## src/lprd_pkg.sv

```systemverilog
// shared types and constants of the length prefixed request deframer
`default_nettype none
package lprd_pkg;

  localparam int unsigned HdrBytes    = 4;
  localparam int unsigned CfgIdxW     = 2;
  localparam int unsigned CfgDataW    = 32;
  localparam int unsigned InDepthDef  = 2;
  localparam int unsigned OutDepthDef = 4;

  localparam logic [CfgIdxW-1:0] CfgMaxMsgLen   = CfgIdxW'(0);
  localparam logic [CfgIdxW-1:0] CfgMaxArgCount = CfgIdxW'(1);

  localparam logic [31:0] MaxMsgLenReset   = 32'd4096;
  localparam logic [15:0] MaxArgCountReset = 16'd1024;

  typedef enum logic [0:0] {
    KIND_DATA,
    KIND_RESTART
  } kind_e;

  typedef enum logic [2:0] {
    PH_LEN,
    PH_COUNT,
    PH_ARGLEN,
    PH_DATA,
    PH_HALT
  } phase_e;

  typedef enum logic [1:0] {
    ST_OK,
    ST_TOO_LONG,
    ST_MALFORMED,
    ST_HALTED
  } status_e;

  typedef struct packed {
    kind_e      kind;
    logic [7:0] data;
  } in_item_t;

  typedef struct packed {
    logic        data_valid;
    logic [7:0]  data_byte;
    logic [15:0] arg_index;
    logic        arg_start;
    logic [31:0] arg_length;
    logic        arg_last_byte;
    logic        count_ready;
    logic [15:0] arg_count;
    logic        msg_done;
    status_e     status;
  } result_t;

endpackage
`default_nettype wire

```

## src/length_prefixed_request_deframer.sv

```systemverilog
// top level of the length prefixed request deframer
//
//  channel  | handshake         | payload
//  ---------+-------------------+-----------------------------------------------
//  input    | push / full       | stream_byte_i, new_connection_i
//  result   | pop / empty       | data_valid_o .. status_o, one word per input
//  config   | cfg_we_i          | cfg_index_i, cfg_wdata_i (no wait, no read)
//
// one input word in and one result word out per cycle when neither side stalls;
// an accepted word is stored in the input queue, and its result in the result
// queue, whose head drives the result ports (the parser reads the input queue
// and writes the result queue in the same cycle). the parser advances only when
// the input queue holds a word and the result queue has room, so a stalled
// reader fills the result queue and then the input queue before full rises.
// reset clears the parser state and both queues and loads the default limits.
`default_nettype none
module length_prefixed_request_deframer #(
  parameter int unsigned InDepth  = lprd_pkg::InDepthDef,
  parameter int unsigned OutDepth = lprd_pkg::OutDepthDef
) (
  input  wire logic                         clk_i,
  input  wire logic                         rst_ni,
  input  wire logic                         push,
  output logic                              full,
  input  wire logic [7:0]                   stream_byte_i,
  input  wire logic                         new_connection_i,
  output logic                              empty,
  input  wire logic                         pop,
  output logic                              data_valid_o,
  output logic [7:0]                        data_byte_o,
  output logic [15:0]                       arg_index_o,
  output logic                              arg_start_o,
  output logic [31:0]                       arg_length_o,
  output logic                              arg_last_byte_o,
  output logic                              count_ready_o,
  output logic [15:0]                       arg_count_o,
  output logic                              msg_done_o,
  output logic [1:0]                        status_o,
  input  wire logic                         cfg_we_i,
  input  wire logic [lprd_pkg::CfgIdxW-1:0] cfg_index_i,
  input  wire logic [lprd_pkg::CfgDataW-1:0] cfg_wdata_i
);

  logic [31:0] max_msg_len_q;
  logic [15:0] max_arg_count_q;

  lprd_pkg::in_item_t item;
  logic               item_empty, item_pop;
  logic               res_full, res_push;
  lprd_pkg::result_t  res_in, res_out;
  logic [$bits(lprd_pkg::result_t)-1:0] res_rdata;

  always_ff @(posedge clk_i or negedge rst_ni) begin
    if (!rst_ni) begin
      max_msg_len_q   <= lprd_pkg::MaxMsgLenReset;
      max_arg_count_q <= lprd_pkg::MaxArgCountReset;
    end else if (cfg_we_i) begin
      case (cfg_index_i)
        lprd_pkg::CfgMaxMsgLen:   max_msg_len_q   <= cfg_wdata_i[31:0];
        lprd_pkg::CfgMaxArgCount: max_arg_count_q <= cfg_wdata_i[15:0];
        default: ;
      endcase
    end
  end

  lprd_front #(
    .Depth (InDepth)
  ) u_front (
    .clk_i            (clk_i),
    .rst_ni           (rst_ni),
    .push_i           (push),
    .full_o           (full),
    .stream_byte_i    (stream_byte_i),
    .new_connection_i (new_connection_i),
    .pop_i            (item_pop),
    .item_o           (item),
    .empty_o          (item_empty)
  );

  lprd_parser u_parser (
    .clk_i           (clk_i),
    .rst_ni          (rst_ni),
    .max_msg_len_i   (max_msg_len_q),
    .max_arg_count_i (max_arg_count_q),
    .item_i          (item),
    .item_empty_i    (item_empty),
    .item_pop_o      (item_pop),
    .res_full_i      (res_full),
    .res_push_o      (res_push),
    .res_o           (res_in)
  );

  lprd_fifo #(
    .Width ($bits(lprd_pkg::result_t)),
    .Depth (OutDepth)
  ) u_res_queue (
    .clk_i   (clk_i),
    .rst_ni  (rst_ni),
    .push_i  (res_push),
    .wdata_i (res_in),
    .full_o  (res_full),
    .pop_i   (pop),
    .rdata_o (res_rdata),
    .empty_o (empty)
  );

  assign res_out         = lprd_pkg::result_t'(res_rdata);
  assign data_valid_o    = res_out.data_valid;
  assign data_byte_o     = res_out.data_byte;
  assign arg_index_o     = res_out.arg_index;
  assign arg_start_o     = res_out.arg_start;
  assign arg_length_o    = res_out.arg_length;
  assign arg_last_byte_o = res_out.arg_last_byte;
  assign count_ready_o   = res_out.count_ready;
  assign arg_count_o     = res_out.arg_count;
  assign msg_done_o      = res_out.msg_done;
  assign status_o        = res_out.status;

endmodule
`default_nettype wire

```

## src/lprd_fifo.sv

```systemverilog
// small first-in first-out queue with a count based full flag
`default_nettype none
module lprd_fifo #(
  parameter int unsigned Width = 8,
  parameter int unsigned Depth = 2
) (
  input  wire logic             clk_i,
  input  wire logic             rst_ni,
  input  wire logic             push_i,
  input  wire logic [Width-1:0] wdata_i,
  output logic                  full_o,
  input  wire logic             pop_i,
  output logic [Width-1:0]      rdata_o,
  output logic                  empty_o
);

  localparam int unsigned PtrW = (Depth > 1) ? $clog2(Depth) : 1;
  localparam int unsigned CntW = $clog2(Depth + 1);

  logic [Width-1:0] mem_q [Depth];
  logic [PtrW-1:0]  wptr_q, wptr_d, rptr_q, rptr_d;
  logic [CntW-1:0]  cnt_q, cnt_d;
  logic             do_push, do_pop;

  assign full_o  = (cnt_q == CntW'(Depth));
  assign empty_o = (cnt_q == '0);
  assign do_push = push_i && !full_o;
  assign do_pop  = pop_i && !empty_o;
  assign rdata_o = mem_q[rptr_q];

  always_comb begin
    wptr_d = wptr_q;
    rptr_d = rptr_q;
    cnt_d  = cnt_q;
    if (do_push) begin
      wptr_d = (wptr_q == PtrW'(Depth - 1)) ? '0 : wptr_q + PtrW'(1);
    end
    if (do_pop) begin
      rptr_d = (rptr_q == PtrW'(Depth - 1)) ? '0 : rptr_q + PtrW'(1);
    end
    if (do_push && !do_pop) begin
      cnt_d = cnt_q + CntW'(1);
    end else if (do_pop && !do_push) begin
      cnt_d = cnt_q - CntW'(1);
    end
  end

  always_ff @(posedge clk_i or negedge rst_ni) begin
    if (!rst_ni) begin
      wptr_q <= '0;
      rptr_q <= '0;
      cnt_q  <= '0;
    end else begin
      wptr_q <= wptr_d;
      rptr_q <= rptr_d;
      cnt_q  <= cnt_d;
    end
  end

  always_ff @(posedge clk_i) begin
    if (do_push) begin
      mem_q[wptr_q] <= wdata_i;
    end
  end

endmodule
`default_nettype wire

```

## src/lprd_front.sv

```systemverilog
// front end: takes stream words, classifies them and queues them for the parser
`default_nettype none
module lprd_front #(
  parameter int unsigned Depth = lprd_pkg::InDepthDef
) (
  input  wire logic         clk_i,
  input  wire logic         rst_ni,
  input  wire logic         push_i,
  output logic              full_o,
  input  wire logic [7:0]   stream_byte_i,
  input  wire logic         new_connection_i,
  input  wire logic         pop_i,
  output lprd_pkg::in_item_t item_o,
  output logic              empty_o
);

  lprd_pkg::in_item_t item_in;
  logic [$bits(lprd_pkg::in_item_t)-1:0] rdata;

  // restart words carry no byte, keep it zero
  always_comb begin
    if (new_connection_i) begin
      item_in.kind = lprd_pkg::KIND_RESTART;
      item_in.data = 8'h00;
    end else begin
      item_in.kind = lprd_pkg::KIND_DATA;
      item_in.data = stream_byte_i;
    end
  end

  lprd_fifo #(
    .Width ($bits(lprd_pkg::in_item_t)),
    .Depth (Depth)
  ) u_queue (
    .clk_i   (clk_i),
    .rst_ni  (rst_ni),
    .push_i  (push_i),
    .wdata_i (item_in),
    .full_o  (full_o),
    .pop_i   (pop_i),
    .rdata_o (rdata),
    .empty_o (empty_o)
  );

  assign item_o = lprd_pkg::in_item_t'(rdata);

endmodule
`default_nettype wire

```

## src/lprd_parser.sv

```systemverilog
// back end: message parser FSM, one queued word per unstalled cycle
`default_nettype none
module lprd_parser (
  input  wire logic               clk_i,
  input  wire logic               rst_ni,
  input  wire logic [31:0]        max_msg_len_i,
  input  wire logic [15:0]        max_arg_count_i,
  input  wire lprd_pkg::in_item_t item_i,
  input  wire logic               item_empty_i,
  output logic                    item_pop_o,
  input  wire logic               res_full_i,
  output logic                    res_push_o,
  output lprd_pkg::result_t       res_o
);

  lprd_pkg::phase_e phase_q, phase_d;
  logic [1:0]  hcnt_q, hcnt_d;
  logic [31:0] hshift_q, hshift_d;
  logic [31:0] msg_left_q, msg_left_d;
  logic [15:0] args_left_q, args_left_d;
  logic [31:0] arg_left_q, arg_left_d;
  logic [15:0] cur_arg_q, cur_arg_d;
  logic [15:0] total_q, total_d;

  logic        step;
  logic [31:0] hdr_val;
  logic        hdr_done;
  logic        fail;
  lprd_pkg::status_e fail_code;
  logic        do_next;

  assign step       = !item_empty_i && !res_full_i;
  assign item_pop_o = step;
  assign res_push_o = step;

  assign hdr_val  = hshift_q | (32'(item_i.data) << {hcnt_q, 3'b000});
  assign hdr_done = (hcnt_q == 2'd3);

  always_comb begin
    phase_d     = phase_q;
    hcnt_d      = hcnt_q;
    hshift_d    = hshift_q;
    msg_left_d  = msg_left_q;
    args_left_d = args_left_q;
    arg_left_d  = arg_left_q;
    cur_arg_d   = cur_arg_q;
    total_d     = total_q;
    res_o       = '0;
    fail        = 1'b0;
    fail_code   = lprd_pkg::ST_OK;
    do_next     = 1'b0;

    if (item_i.kind == lprd_pkg::KIND_RESTART) begin
      phase_d     = lprd_pkg::PH_LEN;
      hcnt_d      = '0;
      hshift_d    = '0;
      msg_left_d  = '0;
      args_left_d = '0;
      arg_left_d  = '0;
      cur_arg_d   = '0;
      total_d     = '0;
    end else begin
      // header bytes are gathered in every header phase
      if (phase_q == lprd_pkg::PH_LEN || phase_q == lprd_pkg::PH_COUNT ||
          phase_q == lprd_pkg::PH_ARGLEN) begin
        if (hdr_done) begin
          hcnt_d   = '0;
          hshift_d = '0;
        end else begin
          hcnt_d   = hcnt_q + 2'd1;
          hshift_d = hdr_val;
        end
      end

      case (phase_q)
        lprd_pkg::PH_LEN: begin
          if (hdr_done) begin
            if (hdr_val > max_msg_len_i) begin
              fail      = 1'b1;
              fail_code = lprd_pkg::ST_TOO_LONG;
            end else if (hdr_val < 32'(lprd_pkg::HdrBytes)) begin
              fail      = 1'b1;
              fail_code = lprd_pkg::ST_MALFORMED;
            end else begin
              msg_left_d  = hdr_val;
              total_d     = '0;
              args_left_d = '0;
              cur_arg_d   = '0;
              phase_d     = lprd_pkg::PH_COUNT;
            end
          end
        end
        lprd_pkg::PH_COUNT: begin
          msg_left_d = msg_left_q - 32'd1;
          if (hdr_done) begin
            if (hdr_val > {16'h0000, max_arg_count_i}) begin
              fail      = 1'b1;
              fail_code = lprd_pkg::ST_MALFORMED;
            end else begin
              total_d           = hdr_val[15:0];
              args_left_d       = hdr_val[15:0];
              cur_arg_d         = '0;
              res_o.count_ready = 1'b1;
              do_next           = 1'b1;
            end
          end
        end
        lprd_pkg::PH_ARGLEN: begin
          msg_left_d = msg_left_q - 32'd1;
          if (hdr_done) begin
            if (hdr_val > msg_left_d) begin
              fail      = 1'b1;
              fail_code = lprd_pkg::ST_MALFORMED;
            end else begin
              res_o.arg_start  = 1'b1;
              res_o.arg_index  = cur_arg_q;
              res_o.arg_length = hdr_val;
              args_left_d      = args_left_q - 16'd1;
              if (hdr_val == '0) begin
                cur_arg_d = cur_arg_q + 16'd1;
                do_next   = 1'b1;
              end else begin
                arg_left_d = hdr_val;
                phase_d    = lprd_pkg::PH_DATA;
              end
            end
          end
        end
        lprd_pkg::PH_DATA: begin
          res_o.data_valid = 1'b1;
          res_o.data_byte  = item_i.data;
          res_o.arg_index  = cur_arg_q;
          msg_left_d       = msg_left_q - 32'd1;
          arg_left_d       = arg_left_q - 32'd1;
          if (arg_left_d == '0) begin
            res_o.arg_last_byte = 1'b1;
            cur_arg_d           = cur_arg_q + 16'd1;
            do_next             = 1'b1;
          end
        end
        default: begin
          phase_d      = lprd_pkg::PH_HALT;
          res_o.status = lprd_pkg::ST_HALTED;
        end
      endcase

      // decide what follows the count header or a finished argument
      if (do_next) begin
        if (args_left_d != '0) begin
          if (msg_left_d < 32'(lprd_pkg::HdrBytes)) begin
            fail      = 1'b1;
            fail_code = lprd_pkg::ST_MALFORMED;
          end else begin
            phase_d = lprd_pkg::PH_ARGLEN;
          end
        end else if (msg_left_d == '0) begin
          res_o.msg_done = 1'b1;
          phase_d        = lprd_pkg::PH_LEN;
        end else begin
          fail      = 1'b1;
          fail_code = lprd_pkg::ST_MALFORMED;
        end
      end

      if (fail) begin
        res_o        = '0;
        res_o.status = fail_code;
        phase_d      = lprd_pkg::PH_HALT;
      end

      if (res_o.status == lprd_pkg::ST_OK) begin
        res_o.arg_count = total_d;
      end
    end
  end

  always_ff @(posedge clk_i or negedge rst_ni) begin
    if (!rst_ni) begin
      phase_q     <= lprd_pkg::PH_LEN;
      hcnt_q      <= '0;
      hshift_q    <= '0;
      msg_left_q  <= '0;
      args_left_q <= '0;
      arg_left_q  <= '0;
      cur_arg_q   <= '0;
      total_q     <= '0;
    end else if (step) begin
      phase_q     <= phase_d;
      hcnt_q      <= hcnt_d;
      hshift_q    <= hshift_d;
      msg_left_q  <= msg_left_d;
      args_left_q <= args_left_d;
      arg_left_q  <= arg_left_d;
      cur_arg_q   <= cur_arg_d;
      total_q     <= total_d;
    end
  end

endmodule
`default_nettype wire

```

## config.mk

```make
export PLATFORM = sky130hd
export DESIGN_NAME = length_prefixed_request_deframer
export DESIGN_NICKNAME = d
export VERILOG_FILES = /design/src/lprd_pkg.sv /design/src/length_prefixed_request_deframer.sv /design/src/lprd_fifo.sv /design/src/lprd_front.sv /design/src/lprd_parser.sv
export SDC_FILE = /design/constraint.sdc
export NUM_CORES = 1
export LEC_CHECK = 0
export BUFFER_PORTS_ARGS = -buffer_cell sky130_fd_sc_hd__buf_2
export CAP_MARGIN = 25
export CORE_MARGIN = 3
export CORE_UTILIZATION = 50
export CTS_BUF_LIST = sky130_fd_sc_hd__clkbuf_4
export CTS_CLUSTER_DIAMETER = 50
export DETAILED_ROUTE_END_ITERATION = 8
export GPL_TIMING_DRIVEN = 0
export MAX_ROUTING_LAYER = met4
export PLACE_DENSITY = 0.68
export RECOVER_POWER = 100
export SETUP_SLACK_MARGIN = 0.15
export SYNTH_ARGS = -nofsm -noshare
export SYNTH_HDL_FRONTEND = slang
export SYNTH_SLANG_ARGS = --single-unit
```

## constraint.sdc

```tcl
create_clock -name clk_i -period 7.5 [get_ports clk_i]
set_clock_uncertainty 0.2 [all_clocks]
set_input_delay 0.375 -clock clk_i [delete_from_list [all_inputs] [get_ports clk_i]]
set_output_delay 0.375 -clock clk_i [all_outputs]
set_load 0.03 [all_outputs]
```

==> metrics.txt, run 1 <==
clock buffer depth 3; row cnt between 80 and 90; Net Count, Synth 2420; maximum operating frequency about 0.14 GHz; synthesis-to-layout area growth 20.1%; share of the synthesized area in the top cell type between 30% and 40%; cell count after synthesis between 2000 and 2500; routed via count 21500; height of the die ~240 microns; max-cap violations 9; relative slew slack -207%; Hold Vio Cnt, Final 0; count of flip-flops with a built-in enable after synthesis about 330; die area between 50000 and 60000 sq um; hold-critical path depth 4; Worst EP arrival approximately 7.8 ns; drt via density just over 6; first-pass GRT wire length between 100 and 150 mm; clock sink count around 540; Yosys cell types 84; Filler Cell Count between 4000 and 5000; clock latency on the worst-skew pair around 0.99 ns; Pre-Repair DR Iteration Count 5; Mean Syn Cell Area ~12 sq um; H-tree levels 4; initial antenna violation count 3; Setup Viol. Count Final 0; ys flop type edfxtp_1; mapped cell area roughly 27000 sq um; grt total ovfl 0; maximum fanout along the worst path 10; most frequent cell after synthesis edfxtp_1; io pins about 130; DP Area about 29000 sq um; antenna-violating nets left 0; r2r setup slk 0.25 ns; Hold EP u_front.u_queue.wptr_q; Crit Path Category reg -> reg; main area contributors after synthesis edfxtp_1 37%, dfrtp_1 19%, mux4_2 6.6%, ha_1 4.3%, o21ai_0 3.8%; HP Start push; TritonCTS buffer count 144; gpl congestion 0.955; Req. time, crit path 8.04 ns; failing checks capacitance limit, slew limit; starting utilization of the core area just over 50%; Async SR Flop Fraction around two fifths; CP Capture Type flop; most frequent cells after synthesis 334 x edfxtp_1, 211 x nand2_1, 206 x dfrtp_1, 206 x o21ai_0, 182 x nor2_1; GRT Util Overall between 30% and 40%; leading area contributor after synthesis edfxtp_1; Least-Margin Pin Slew roughly 4.6 ns; unrepaired setup endpoints after global routing yes; die width roughly 240 microns; outcome finished, violations left; FF-to-FF Start u_front.u_queue.rptr_q; period utilisation layout between 90 and 100%; Buffers on Ports 128; R2R depth 19; CP Launch Type flop; DP Wirelength roughly 58 mm; fin area 32200 sq um; met1 WL 35.0 mm; CTS tree built; Reg clk slew, reported paths 0.07 ns; # nets final 2864; routed len/inst 24.3 microns; Highest Signal Layer met4; sequential-to-total area share from yosys stat between 50% and 60%; initial DRC count roughly 2000; min Tclk post-route roughly 7.2 ns; Final Max Slew Viols 445; Synth Warn # 0; met2 WL post-DR between 40 and 50 mm; vias in the first global route approximately 22000; Root Buffer clkbuf_4; share of cells above drive strength 1 17.9%; Core Footprint ~53000 sq um; total wire length about 86 mm; worst reg2reg endpoint u_res_queue.mem_q[2][10]; Yosys reg bits between 500 and 600; met3 wire len just under 7 mm; drt drc 0; largest net degree at the start of global routing 77; Hold Crit Class in -> reg; final cell utilization of the core slightly above 60%
[through the flow]
stage / setup WS [ns] / setup TNS [ns] / instances / hold WS (ns)
floorplan: 1.25 / 0 / 2278 / -0.121
global placement: -1.51 / -395.31 / 3094 / 0.262
detailed placement: -1.28 / -341.22 / 3116 / 0.148
CTS: 0.202 / 0 / 3516 / 0.000553
global route: 0.0611 / 0 / 3528 / 0.0957
finish: 0.253 / 0 / 3528 / 0.123
[critical path, cell delays in order, from the launching register on]
cell and delay, ns:
dfrtp_1 0.34, buf_6 0.15, mux2_2 0.45, a21oi_2 0.57
inv_1 0.44, ha_1 0.42, a21o_1 0.18, nand3_1 0.07
a211oi_1 0.06, or4b_1 0.57, a22oi_2 0.48, nand3_1 0.47
a21o_1 0.37, a221oi_1 0.55, nand3_1 0.27, and4_1 0.23
or4_1 0.45, buf_2 0.23, buf_6 0.20, nor3_2 0.29
[state kept, by name, indices dropped and copies added (netlist names)]
name / cells
u_parser.hshift_q: 32
u_front.u_queue.cnt_q: 2
u_parser.hcnt_q: 2
u_parser.total_q: 16
u_parser.cur_arg_q: 16
u_parser.phase_q: 3
u_res_queue.mem_q: 316
u_front.u_queue.rptr_q: 1
max_msg_len_q: 32
u_parser.args_left_q: 16
u_parser.msg_left_q: 32
u_res_queue.wptr_q: 2
u_res_queue.cnt_q: 3
u_front.u_queue.wptr_q: 1
max_arg_count_q: 16
u_parser.arg_left_q: 32
u_res_queue.rptr_q: 2
u_front.u_queue.mem_q: 18
[kinds of logic after synthesis]
| family | Yosys count | share of synthesized area (%) |
|---|---|---|
| muxes | 118 | 8.29 |
| adders and majority gates | 94 | 4.42 |
| and+or+nand+nor | 731 | 13.5 |
| AOI/OAI and AO/OA | 508 | 11.7 |
| buffers and inverters | 227 | 3.31 |
| DFF | 542 | 56.9 |
| xor gates and xnor gates | 58 | 1.90 |
[cell type report]
cell class / instances / area (sq um) / share of cell area (%)
flip-flops and latches: 542 / 15200 / 47.3
multi-input cells: 1509 / 10900 / 34.0
repair buffers: 298 / 2140 / 6.66
clock buffers: 218 / 1640 / 5.08
well taps: 688 / 861 / 2.67
clock inverters: 44 / 480 / 1.49
plain buffers: 117 / 475 / 1.48
inverters: 110 / 413 / 1.28
diodes: 2 / 5.00 / 0.0156
[cell usage in the layout, fill, tap and decap left out, types with 12 or more instances in the layout]
cell / count
ha_1: 92
and3_1: 16
mux4_2: 79
a22oi_1: 12
a21oi_1: 101
buf_4: 13
nor2_1: 181
dfrtp_1: 206
mux2_2: 22
or3_1: 14
clkbuf_4: 220
nor3_2: 13
dlygate4sd3_1: 133
inv_1: 107
nand2_1: 212
nor2b_1: 21
nand4_1: 39
buf_2: 53
nor3_1: 61
o21ai_0: 208
edfxtp_1: 334
xnor2_1: 34
a22o_1: 26
nand3_1: 49
clkinv_1: 23
a31oi_1: 22
xor2_1: 23
clkbuf_1: 186
nor4_1: 30
nor3b_1: 12
o22ai_1: 19
[timing repair]
action | CTS | global route
endpoints found under the setup margin | 337 | 292
buffers inserted | 4 | 7
resized for setup | 29 | 30
hold endpoints to repair | 300 | 0
pin swaps | 2 | 4
hold buffers | 134 | 0
[metal layers]
layer	track usage, %	vias up
met1	41.3	10700
met3	6.96	194
met2	48.6	1080
li1	-	9545
met4	12.6	0
met5	-	-
[worst max path at each step]
stage / cells past startpoint / from / end / slack, ns
floorplan: 23 / u_parser.msg_left_q[0] / u_res_queue.mem_q[0][11] / 1.25
global placement: 22 / u_parser.msg_left_q[0] / u_res_queue.mem_q[0][30] / -1.51
detailed placement: 23 / u_parser.msg_left_q[0] / u_res_queue.mem_q[0][26] / -1.28
CTS: 25 / u_parser.msg_left_q[0] / u_res_queue.mem_q[3][6] / 0.20
global route: 26 / u_parser.msg_left_q[0] / u_res_queue.mem_q[3][12] / 0.06
finish: 19 / u_front.u_queue.rptr_q / u_res_queue.mem_q[2][10] / 0.25
Power of run 1 is left out: the tool's default activity adds up to more than one toggle a clock period on the data nets, which glitch-free logic cannot reach.
==> inputs of run 2 (changes only) <==
CORE_MARGIN = not set   (was 3)
PLACE_DENSITY = 0.63   (was 0.68)
==> metrics.txt, run 2 (synthesized netlist as in run 1, its figures left out) <==
outcome finished, violations left; failing checks DRC, capacitance limit, slew limit; largest net degree at the start of global routing 90; die width 234 microns; grt total ovfl 0; starting utilization of the core area around half; clock sink count 542; CP Capture Type flop; DP Wirelength 59.0 mm; Filler Cell Count 4443; gpl congestion 0.986; Core Footprint roughly 53000 sq um; Crit Path Category reg -> reg; # nets final between 2000 and 3000; initial antenna violation count 2; H-tree levels 4; unrepaired setup endpoints after global routing no; max FFs per register 316; max-cap violations 10; Hold Vio Cnt, Final 0; R2R depth 20; maximum operating frequency approximately 0.14 GHz; FF-to-FF Start u_front.u_queue.rptr_q; io pins roughly 130; die area 54500 sq um; vias in the first global route roughly 22000; Cell Chain, Critical Path buf_6 > mux2_1 > a21oi_1 > inv_1 > ha_1 > nand4_1 > nor4_1 > nand2_1 > o21a_1 > clkbuf_2 > or3_4 > a311oi_1 > nand2_1 > nor4_4 > and4_1 > a31oi_1 > or4_1 > buf_2 > buf_6 > nor3_2; drt drc 14; # placed instances ~3100; clock latency on the worst-skew pair between 0.9 and 1 ns; non-filler cells in the finished layout around 3500; Hold Crit Class in -> reg; routed via count roughly 21000; footprint of the multi-input gates 10900 sq um; height of the die about 230 microns; period utilisation layout 98.1%; Least-Margin Pin Slew roughly 3.5 ns; synthesis-to-layout area growth 19.4%; commonest non-fill, non-tap cells in the layout 334 x edfxtp_1, 212 x nand2_1, 208 x o21ai_0; Worst EP arrival 7.90 ns; drt via density roughly 6.1; register bank with the most flops u_res_queue.mem_q; routed len/inst ~24 microns; Buffers on Ports between 100 and 150; hold-critical path depth 3; maximum fanout along the worst path 10; Slowest cell on crit path a21oi_1; Final Max Slew Viols 450; row cnt 84; slowest stage delay, CP about 0.85 ns; share of cells above drive strength 1 between 15 and 20%; worst reg2reg endpoint u_res_queue.mem_q[0][15]; commonest non-fill, non-tap cell in the layout edfxtp_1; min Tclk post-route around 7.4 ns; GRT Util Overall roughly a third; clock buffer depth 3; Root Buffer clkbuf_4; Req. time, crit path roughly 8.0 ns; first-pass GRT wire length 130 mm; Pre-Repair DR Iteration Count 8; HP Start stream_byte_i[6]; CTS tree built; antenna-violating nets left 0; CP Launch Type flop; initial DRC count approximately 2100; Reg clk slew, reported paths approximately 0.070 ns; r2r setup slk approximately 0.14 ns; relative slew slack -134%; TritonCTS buffer count around 150; FF+latch area around 15000 sq um; total wire length 86.1 mm; Hold EP u_front.u_queue.mem_q[0][6]; Setup Viol. Count Final 0
[run 2: cell types whose count changed in the layout (fill, tap and decap cells not counted), sizes merged]
| cell | change |
|---|---|
| clkinv | +20 |
| clkbuf | -15 |
| dlygate4sd3 | +10 |
| bufinv | -7 |
| clkinvlp | +3 |
| buf | -1 |
| diode | -1 |
| inv | -1 |
[run 2: how the worst max path moves through the flow]
stage / startpoint / slack [ns] / depth (start not counted) / to
6_report: u_front.u_queue.rptr_q / 0.14 / 20 / u_res_queue.mem_q[0][15]
5_1_grt: u_front.u_queue.rptr_q / 0.05 / 20 / u_res_queue.mem_q[0][7]
4_1_cts: u_front.u_queue.rptr_q / 0.17 / 18 / u_res_queue.mem_q[3][10]
3_3_place_gp: u_parser.msg_left_q[0] / -1.18 / 22 / u_res_queue.mem_q[0][30]
2_1_floorplan: u_parser.msg_left_q[0] / 1.25 / 23 / u_res_queue.mem_q[0][11]
3_5_place_dp: u_parser.msg_left_q[0] / -0.96 / 23 / u_res_queue.mem_q[0][30]
[run 2: routing by layer]
| layer | global-route usage [%] | vias to the layer above | wire length [microns] |
|---|---|---|---|
| li1 | - | 9573 | - |
| met1 | 43.0 | 10700 | 36100 |
| met2 | 50.9 | 930 | 40600 |
| met3 | 6.03 | 205 | 5720 |
| met4 | 15.5 | 0 | 3680 |
| met5 | - | - | 0 |
[run 2: what timing repair did]
item	4_1_cts	5_1_grt
setup buffers	3	8
gates resized for setup	25	42
setup endpoints to repair	314	306
pin swaps	1	5
hold endpoints to repair	300	0
hold buffers	144	0
[run 2: worst max-delay path, delay by kind of cell, from the launching register on]
family | cells | cell delay, ns
and+or+nand+nor | 9 | 2.89
buffers and inverters | 5 | 1.29
muxes | 1 | 0.41
adders and majority gates | 1 | 0.47
DFF | 1 | 0.37
AOI/OAI and AO/OA | 4 | 1.50
[run 2: per-stage QoR]
stage,instance area [sq um],TNS [ns],worst slack (ns),util [%],hold WS (ns)
2_1_floorplan,26800,0,1.25,-,-0.121
3_3_place_gp,28300,-294.62,-1.18,53.6,0.263
3_5_place_dp,28600,-230.06,-0.961,54.3,0.0695
4_1_cts,32100,0,0.169,60.8,0.0129
5_1_grt,32000,0,0.0517,60.6,0.118
6_report,32000,0,0.140,60.6,0.154
[run 2: layout make-up]
type	count	share of cell area, %
plain buffers	117	1.51
flip-flops and latches	542	47.6
well taps	688	2.69
inverters	110	1.29
clock inverters	59	1.12
repair buffers	306	6.98
clock buffers	204	4.79
multi-input cells	1509	34.0
diodes	1	0.00782
Power of run 2 is left out for the same reason.
